**config.mk**
```make
export PLATFORM = sky130hd
export DESIGN_NAME = utf8_stream_decoder_top
export DESIGN_NICKNAME = d
export VERILOG_FILES = /design/src/design/utf8sd_pkg.sv /design/src/design/utf8_stream_decoder_top.sv /design/src/design/utf8sd_ctrl.sv /design/src/design/utf8sd_dp.sv
export SDC_FILE = /design/constraint.sdc
export NUM_CORES = 1
export LEC_CHECK = 0
export BUFFER_PORTS_ARGS = -buffer_cell sky130_fd_sc_hd__buf_4
export CAP_MARGIN = 30
export CELL_PAD_IN_SITES_DETAIL_PLACEMENT = 0
export CELL_PAD_IN_SITES_GLOBAL_PLACEMENT = 1
export CORE_UTILIZATION = 40
export DETAILED_ROUTE_END_ITERATION = 8
export PLACE_DENSITY_LB_ADDON = 0.1
export SLEW_MARGIN = 30
export SYNTH_ARGS = -nofsm -noshare
export SYNTH_HDL_FRONTEND = slang
export SYNTH_SLANG_ARGS = --single-unit
```
**constraint.sdc**
```tcl
create_clock -name clk -period 3.52 [get_ports clk]
set_input_delay 0.704 -clock clk [delete_from_list [all_inputs] [get_ports clk]]
set_output_delay 0.704 -clock clk [all_outputs]
set_load 0.005 [all_outputs]
```
**src/design/utf8sd_pkg.sv**
```systemverilog
// ----------------------------------------------------------------------------
// utf8sd_pkg
// Shared constants and controller/datapath interface types of the decoder.
// ----------------------------------------------------------------------------
package utf8sd_pkg;

  localparam int unsigned CpW      = 21;
  localparam int unsigned CntW     = 3;
  localparam int unsigned InDataW  = 8;
  localparam int unsigned OutDataW = 24;

  localparam logic [CpW-1:0] CpRepl = 21'h00FFFD;
  localparam logic [CpW-1:0] CpMax  = 21'h10FFFF;
  localparam logic [CpW-1:0] SurLo  = 21'h00D800;
  localparam logic [CpW-1:0] SurHi  = 21'h00DFFF;
  localparam logic [CpW-1:0] Min2   = 21'h000080;
  localparam logic [CpW-1:0] Min3   = 21'h000800;
  localparam logic [CpW-1:0] Min4   = 21'h010000;

  // commands from controller to datapath
  typedef struct packed {
    logic accept;     // input transaction taken this cycle
    logic pop;        // load next result into output register
    logic pop_final;  // the popped result is the last of its byte
  } dp_cmd_t;

  // status from datapath to controller
  typedef struct packed {
    logic [CntW-1:0] n_results;  // results caused by the byte on the input
  } dp_stat_t;

endpackage

```
**src/design/utf8_stream_decoder_top.sv**
```systemverilog
// ----------------------------------------------------------------------------
// utf8_stream_decoder_top
// Byte-serial UTF-8 decoder with U+FFFD replacement of rejected bytes.
// ----------------------------------------------------------------------------
// Input stream: one text byte per transaction on in_tdata. A zero byte ends
// the string: held bytes come out as U+FFFD and the decoder returns to idle.
// Output stream: one decoded code point per transaction; out_tuser flags a
// replacement, out_tlast marks the final result caused by one input byte.
// A byte may cause no result (lead or middle byte of a form, or a zero byte
// with nothing held) or up to four results (a rejected four-byte form).
// Timing: a byte taken is recorded in the sequence state and pending result
// registers; its results then pass through the output register in order.
// Throughput: one byte per cycle while each byte gives at most one result and
// the receiver keeps up; a byte with more results holds in_tready low until
// its last result is popped into the single output register, which drains
// one result per cycle while the receiver accepts.
// Reset (rst_n low, synchronous) drops any held sequence and empties the
// output register. When the receiver stalls, the output register holds its
// result and in_tready falls once the results of the current byte are owed.
// ----------------------------------------------------------------------------
module utf8_stream_decoder_top (
  input  logic        clk,
  input  logic        rst_n,
  input  logic        in_tvalid,
  output logic        in_tready,
  input  logic [7:0]  in_tdata,    // [7:0] in_byte
  output logic        out_tvalid,
  input  logic        out_tready,
  output logic [23:0] out_tdata,   // [20:0] code_point, [23:21] byte_count
  output logic        out_tuser,   // [0] invalid
  output logic        out_tlast    // last result of the input byte
);

  utf8sd_pkg::dp_cmd_t                cmd;
  utf8sd_pkg::dp_stat_t               stat;
  logic [utf8sd_pkg::CpW-1:0]         out_cp;
  logic [utf8sd_pkg::CntW-1:0]        out_cnt;

  // handshake controller
  utf8sd_ctrl u_ctrl (
    .clk        (clk),
    .rst_n      (rst_n),
    .in_tvalid  (in_tvalid),
    .in_tready  (in_tready),
    .out_tvalid (out_tvalid),
    .out_tready (out_tready),
    .stat       (stat),
    .cmd        (cmd)
  );

  // decode datapath
  utf8sd_dp u_dp (
    .clk      (clk),
    .rst_n    (rst_n),
    .in_byte  (in_tdata),
    .cmd      (cmd),
    .stat     (stat),
    .out_cp   (out_cp),
    .out_inv  (out_tuser),
    .out_cnt  (out_cnt),
    .out_last (out_tlast)
  );

  assign out_tdata = {out_cnt, out_cp};

endmodule

```
**src/design/utf8sd_ctrl.sv**
```systemverilog
// ----------------------------------------------------------------------------
// utf8sd_ctrl
// Handshake controller: tracks results still owed and the output register.
// ----------------------------------------------------------------------------
module utf8sd_ctrl (
  input  logic                 clk,
  input  logic                 rst_n,
  input  logic                 in_tvalid,
  output logic                 in_tready,
  output logic                 out_tvalid,
  input  logic                 out_tready,
  input  utf8sd_pkg::dp_stat_t stat,
  output utf8sd_pkg::dp_cmd_t  cmd
);

  typedef enum logic [1:0] {
    S_IDLE = 2'b01,
    S_EMIT = 2'b10
  } state_t;

  state_t                      state_r, state_nxt;
  logic [utf8sd_pkg::CntW-1:0] rem_r, rem_nxt;
  logic                        out_valid_r, out_valid_nxt;
  logic                        pop;
  logic                        accept;

  // in S_EMIT, pop a result whenever the output register is free or being drained
  always_comb begin
    unique case (state_r)
      S_IDLE: begin
        pop       = 1'b0;
        in_tready = 1'b1;
      end
      S_EMIT: begin
        pop       = !out_valid_r || out_tready;
        in_tready = pop && (rem_r == utf8sd_pkg::CntW'(1));
      end
      default: begin
        pop       = 1'b0;
        in_tready = 1'b0;
      end
    endcase
  end

  assign accept = in_tvalid && in_tready;

  // remaining result count and state
  always_comb begin
    rem_nxt = rem_r;
    if (accept) begin
      rem_nxt = stat.n_results;
    end else if (pop) begin
      rem_nxt = rem_r - utf8sd_pkg::CntW'(1);
    end
    state_nxt = (rem_nxt != '0) ? S_EMIT : S_IDLE;
  end

  // output register occupancy
  always_comb begin
    if (pop) begin
      out_valid_nxt = 1'b1;
    end else if (out_tready) begin
      out_valid_nxt = 1'b0;
    end else begin
      out_valid_nxt = out_valid_r;
    end
  end

  always_ff @(posedge clk) begin
    if (!rst_n) begin
      state_r     <= S_IDLE;
      rem_r       <= '0;
      out_valid_r <= 1'b0;
    end else begin
      state_r     <= state_nxt;
      rem_r       <= rem_nxt;
      out_valid_r <= out_valid_nxt;
    end
  end

  assign out_tvalid    = out_valid_r;
  assign cmd.accept    = accept;
  assign cmd.pop       = pop;
  assign cmd.pop_final = (rem_r == utf8sd_pkg::CntW'(1));

endmodule

```
**src/design/utf8sd_dp.sv**
```systemverilog
// ----------------------------------------------------------------------------
// utf8sd_dp
// Decoder datapath: held sequence bytes, byte classification, code point
// assembly and range checks, pending final result and output register.
// ----------------------------------------------------------------------------
module utf8sd_dp (
  input  logic                           clk,
  input  logic                           rst_n,
  input  logic [7:0]                     in_byte,
  input  utf8sd_pkg::dp_cmd_t            cmd,
  output utf8sd_pkg::dp_stat_t           stat,
  output logic [utf8sd_pkg::CpW-1:0]     out_cp,
  output logic                           out_inv,
  output logic [utf8sd_pkg::CntW-1:0]    out_cnt,
  output logic                           out_last
);

  localparam int unsigned CpW  = utf8sd_pkg::CpW;
  localparam int unsigned CntW = utf8sd_pkg::CntW;

  // sequence state
  logic [7:0]      held0_r, held1_r, held2_r;
  logic [CntW-1:0] held_cnt_r, held_cnt_nxt;
  logic [CntW-1:0] need_r, need_nxt;

  // final result of the current byte, emitted after any replacements
  logic            tail_r, tail_nxt;
  logic [CpW-1:0]  tail_cp_r, tail_cp_nxt;
  logic            tail_inv_r, tail_inv_nxt;
  logic [CntW-1:0] tail_cnt_r, tail_cnt_nxt;

  // output register
  logic [CpW-1:0]  out_cp_r;
  logic            out_inv_r;
  logic [CntW-1:0] out_cnt_r;
  logic            out_last_r;

  logic            pending, is_cont, complete, cp_ok;
  logic            f_zero, f_ascii, f_bad;
  logic [CntW-1:0] f_len, rep_n;
  logic [CpW-1:0]  cp_full;
  logic            wr_held0, wr_held1, wr_held2;

  // classify the incoming byte as a fresh item
  always_comb begin
    f_zero  = (in_byte == 8'h00);
    f_ascii = !in_byte[7] && !f_zero;
    if (in_byte[7:5] == 3'b110) begin
      f_len = CntW'(2);
    end else if (in_byte[7:4] == 4'b1110) begin
      f_len = CntW'(3);
    end else if (in_byte[7:3] == 5'b11110) begin
      f_len = CntW'(4);
    end else begin
      f_len = '0;
    end
    f_bad = in_byte[7] && (f_len == '0);
  end

  assign pending  = (held_cnt_r != '0);
  assign is_cont  = (in_byte[7:6] == 2'b10);
  assign complete = (held_cnt_r + CntW'(1)) == need_r;

  // code point assembly with the incoming byte as the final one
  always_comb begin
    unique case (need_r)
      CntW'(2): begin
        cp_full = {10'b0, held0_r[4:0], in_byte[5:0]};
        cp_ok   = (cp_full >= utf8sd_pkg::Min2);
      end
      CntW'(3): begin
        cp_full = {5'b0, held0_r[3:0], held1_r[5:0], in_byte[5:0]};
        cp_ok   = (cp_full >= utf8sd_pkg::Min3) &&
                  !((cp_full >= utf8sd_pkg::SurLo) && (cp_full <= utf8sd_pkg::SurHi));
      end
      CntW'(4): begin
        cp_full = {held0_r[2:0], held1_r[5:0], held2_r[5:0], in_byte[5:0]};
        cp_ok   = (cp_full >= utf8sd_pkg::Min4) && (cp_full <= utf8sd_pkg::CpMax);
      end
      default: begin
        cp_full = '0;
        cp_ok   = 1'b0;
      end
    endcase
  end

  // next sequence state and results of the incoming byte
  always_comb begin
    held_cnt_nxt = held_cnt_r;
    need_nxt     = need_r;
    rep_n        = '0;
    tail_nxt     = 1'b0;
    tail_cp_nxt  = utf8sd_pkg::CpRepl;
    tail_inv_nxt = 1'b1;
    tail_cnt_nxt = CntW'(1);
    wr_held0     = 1'b0;
    wr_held1     = 1'b0;
    wr_held2     = 1'b0;
    if (pending && is_cont) begin
      if (complete) begin
        held_cnt_nxt = '0;
        need_nxt     = '0;
        if (cp_ok) begin
          tail_nxt     = 1'b1;
          tail_cp_nxt  = cp_full;
          tail_inv_nxt = 1'b0;
          tail_cnt_nxt = need_r;
        end else begin
          rep_n = need_r;
        end
      end else begin
        held_cnt_nxt = held_cnt_r + CntW'(1);
        wr_held1     = (held_cnt_r == CntW'(1));
        wr_held2     = (held_cnt_r == CntW'(2));
      end
    end else begin
      // broken sequence flushes every held byte, then the byte starts fresh
      rep_n        = held_cnt_r;
      held_cnt_nxt = '0;
      need_nxt     = '0;
      if (f_len != '0) begin
        held_cnt_nxt = CntW'(1);
        need_nxt     = f_len;
        wr_held0     = 1'b1;
      end else if (f_ascii) begin
        tail_nxt     = 1'b1;
        tail_cp_nxt  = CpW'(in_byte);
        tail_inv_nxt = 1'b0;
      end else if (f_bad) begin
        tail_nxt = 1'b1;
      end
    end
  end

  assign stat.n_results = rep_n + CntW'(tail_nxt);

  // held bytes carry no reset, each is written before it is read
  always_ff @(posedge clk) begin
    if (cmd.accept && wr_held0) begin
      held0_r <= in_byte;
    end
    if (cmd.accept && wr_held1) begin
      held1_r <= in_byte;
    end
    if (cmd.accept && wr_held2) begin
      held2_r <= in_byte;
    end
  end

  // sequence control state and pending final result
  always_ff @(posedge clk) begin
    if (!rst_n) begin
      held_cnt_r <= '0;
      need_r     <= '0;
      tail_r     <= 1'b0;
    end else if (cmd.accept) begin
      held_cnt_r <= held_cnt_nxt;
      need_r     <= need_nxt;
      tail_r     <= tail_nxt;
    end
  end

  always_ff @(posedge clk) begin
    if (cmd.accept) begin
      tail_cp_r  <= tail_cp_nxt;
      tail_inv_r <= tail_inv_nxt;
      tail_cnt_r <= tail_cnt_nxt;
    end
  end

  // output register: replacements first, then the final result
  always_ff @(posedge clk) begin
    if (cmd.pop) begin
      out_last_r <= cmd.pop_final;
      if (cmd.pop_final && tail_r) begin
        out_cp_r  <= tail_cp_r;
        out_inv_r <= tail_inv_r;
        out_cnt_r <= tail_cnt_r;
      end else begin
        out_cp_r  <= utf8sd_pkg::CpRepl;
        out_inv_r <= 1'b1;
        out_cnt_r <= CntW'(1);
      end
    end
  end

  assign out_cp   = out_cp_r;
  assign out_inv  = out_inv_r;
  assign out_cnt  = out_cnt_r;
  assign out_last = out_last_r;

endmodule

```
==> results_dict.tcl <==
set metrics [dict create \
    status "finished, final reports clean" \
    rsz0062_at_grt "no" \
    syn_inst 283 \
    cp_cell_sequence "buf_4, or4_1, o41a_1, o21ai_0, nand2_1, ha_1, ha_1, or2_2, o311ai_1, a2bb2oi_2" \
    via_per_inst 5.19 \
    start_util 0.415 \
    clock_latency_ns 0.35 \
    critPathMostFrequentCell "ha_1" \
    netlist_top_cells_count "edfxtp_1, nand2b_1, a21oi_1" \
    min_period_over_period 0.866 \
    worstReg2RegStart "u_dp.held1_r[5]$_DFFE_PP_" \
    clock_sinks 81 \
    fmax_mhz 328 \
    clock_skew_ns 0.0134 \
    syn_area_per_cell_um2 12.8 \
    htree_levels 3 \
    synth_async_sr_flop_share 0 \
    die_w_um 97.1 \
    muxShareOfSynthArea 0.0166 \
    syn_area_um2 3620 \
    synth_area_leaders "edfxtp_1, dfxtp_1, nand2b_1" \
    finalSetupViolations 0 \
    chipHeight_um 97.1 \
    placed_area_um2 4050 \
    io_pins 40 \
    leakage_nw 1.48 \
    maxCapViolCount 0 \
    synth_edf_count 68 \
    dp_hpwl_um 5030 \
    drtPass1Iterations 5 \
    remaining_drc_errors 0 \
    synth_seq_cells 81 \
    timing.final.crit_period_ns 3.05 \
    num_antenna_cells 0 \
    synth-main-ff-cell "edfxtp_1" \
    slew_violations 0 \
    synth_warnings 0 \
    cts_made_buffers 9 \
    worst_pin_slew_ns 0.842 \
    critical_path.endpoint_type "flip-flop" \
    rows 34 \
    hold_viol 0 \
    routabilityCongestion 0.871 \
    core_area_um2 8720 \
    setup_tns_ns 0 \
    synthAdderAreaFrac 0.0346 \
    crit_fanout 8 \
    synth_compound_area_frac 0.112 \
    clk_pin_slew_ns 0.09 \
    cts_buffer_depth 2 \
    min-delay-start "u_dp.tail_cnt_r[0]$_SDFFCE_PN1P_" \
    die_area_um2 9420 \
    vias 2298 \
    area_growth_pct 18.2 \
    grt_max_degree 35 \
    r2r_end "u_ctrl.state_r[0]$_SDFF_PN1_" \
    cp_slowest_cell "or4_1" \
    required_ns 3.81 \
    grt_usage 0.158 \
    synth_xor_area_frac 0.0163 \
    grt_pass1_vias 2106 \
    overflow 0 \
    grt_pass1_wl_um 11400 \
    yosysMostFrequentCell "edfxtp_1" \
    cts_resized 0 \
    port_buffers 39 \
    r2r_setup_slack_ns 0.54 \
    synth_top_area_cell "edfxtp_1" \
    grt_antenna_before_repair 0 \
    holdPathStages 1 \
    post_cts_buffers 0 \
    hold_buffers 0 \
    synth_top_area_frac 0.565 \
    seq_area_frac_synth 0.637 \
    cts_tree "built" \
    clock_tree.root_cell "clkbuf_8" \
    crit_path_start_kind "input port" \
    reg2reg_depth 10 \
    relSlewSlack 0.436 \
    syn_nets 305 \
    synth_top_family_by_area "simple AND/OR/NAND/NOR gates" \
    hold_path.class "reg2reg" \
    drive_gt1_frac 0.224 \
    wl_per_cell_um 16.0 \
    max_stage_delay_ns 0.54 \
    powerDensity_nw_per_um2 598 \
    ir_worst_vdd_mv 0.217 \
    fin_area_um2 4270 \
    cp.arrival_ns 3.34 \
    postRouteAntennaNets 0 \
    hold_path_end "u_dp.out_cnt[0]$_SDFFCE_PN1P_" \
    wirelength_um 7090 \
    nets 352 \
    path_class "in2reg" \
    drt_iter0_drc 163 \
    synth_cell_types 47 \
    synth_simple_gate_area_frac 0.164 \
]
-- routing by layer --
| metal | up-vias | global-route usage | wire length (um) |
|---|---|---|---|
| li1 | 1150 | - | - |
| met1 | 1067 | 0.232 | 3500 |
| met2 | 67 | 0.225 | 3080 |
| met3 | 14 | 0.0302 | 362 |
| met4 | 0 | 0.0735 | 145 |
| met5 | - | 0 | 0 |
-- area by class of cell --
class / count / area (um2)
clock inverters: 7 / 98.8
flip-flops and latches: 81 / 2300
repair buffers: 45 / 338
clock buffers: 9 / 124
fillers: 788 / 4450
inverters: 9 / 33.8
well taps: 108 / 135
multi-input cells: 184 / 1240
-- registers in the layout, summed over array words and instances, names as in the netlist, 5 cells and up --
register        cells
u_dp.tail_cp_r     21
u_dp.held0_r        5
u_dp.held1_r        6
u_dp.held2_r        6
u_dp.out_cp        21
-- through the flow --
| step | total power [mW] | hold slack (ns) | util | cells | setup WS (ns) |
|---|---|---|---|---|---|
| 2_1_floorplan | 1.64 | 0.477 | - | 283 | 0.466 |
| 3_3_place_gp | 1.82 | 0.485 | 0.465 | 427 | 0.162 |
| 3_5_place_dp | 1.83 | 0.483 | 0.465 | 427 | 0.0935 |
| 5_1_grt | 2.69 | 0.515 | 0.490 | 443 | 0.201 |
| 6_report | 2.55 | 0.499 | 0.490 | 443 | 0.470 |
| 4_1_cts | 2.58 | 0.503 | 0.490 | 443 | 0.461 |
-- where the power goes --
part	switching, mW	internal [mW]
Combinational	0.326	0.214
Clock	0.345	0.406
Sequential	0.0574	1.21
Total	0.729	1.83
-- layout by cell type (no fill, tap or decap), types with 2 or more instances in the layout --
master	synthesis	final
nand4_1	2	2
buf_4	0	45
o211a_1	2	2
nor4_1	4	4
xnor2_1	3	3
nand2_1	13	13
nand3_1	6	6
bufinv_16	0	2
nand2b_1	22	22
nor3_1	3	3
ha_1	10	10
a22o_1	3	3
edfxtp_1	68	68
o21ai_0	7	7
a21oi_1	16	16
dfxtp_1	13	13
o211ai_1	4	4
or4_1	2	2
nor3b_1	2	2
a21boi_0	6	6
a22oi_1	5	5
nor2_1	13	13
mux2i_1	6	6
a31oi_1	4	4
or2_2	7	7
nor2b_1	6	6
and2_1	9	9
inv_1	8	8
clkbuf_8	0	9
inv_6	0	3
and3_1	12	12
-- worst max-delay path, delay by kind of cell --
kind                     cells  cell delay [ns]
AND/OR/NAND/NOR              3             0.93
buffers and inverters        1             0.14
adder cells (fa/ha/maj)      2             0.38
AO/OA/AOI/OAI                4             1.19
-- worst max-delay path by stage --
stage	startpoint	end	depth (start not counted)
after detailed placement	in_tdata[3]	u_ctrl.state_r[0]$_SDFF_PN1_	10
after CTS	in_tdata[3]	u_ctrl.state_r[0]$_SDFF_PN1_	10
after global routing	in_tdata[3]	u_ctrl.state_r[0]$_SDFF_PN1_	10
final	in_tdata[3]	u_ctrl.state_r[0]$_SDFF_PN1_	10
after floorplan	in_tdata[3]	u_ctrl.state_r[0]$_SDFF_PN1_	9
after global placement	in_tdata[3]	u_ctrl.state_r[0]$_SDFF_PN1_	10
-- cells by family after synthesis --
kind of cell / count (synthesis)
flip-flops: 81
AO/OA/AOI/OAI: 58
adder cells (fa/ha/maj): 10
XOR/XNOR: 5
buffers and inverters: 18
multiplexers: 6
AND/OR/NAND/NOR: 105
Power figures use the tool's default switching activity.
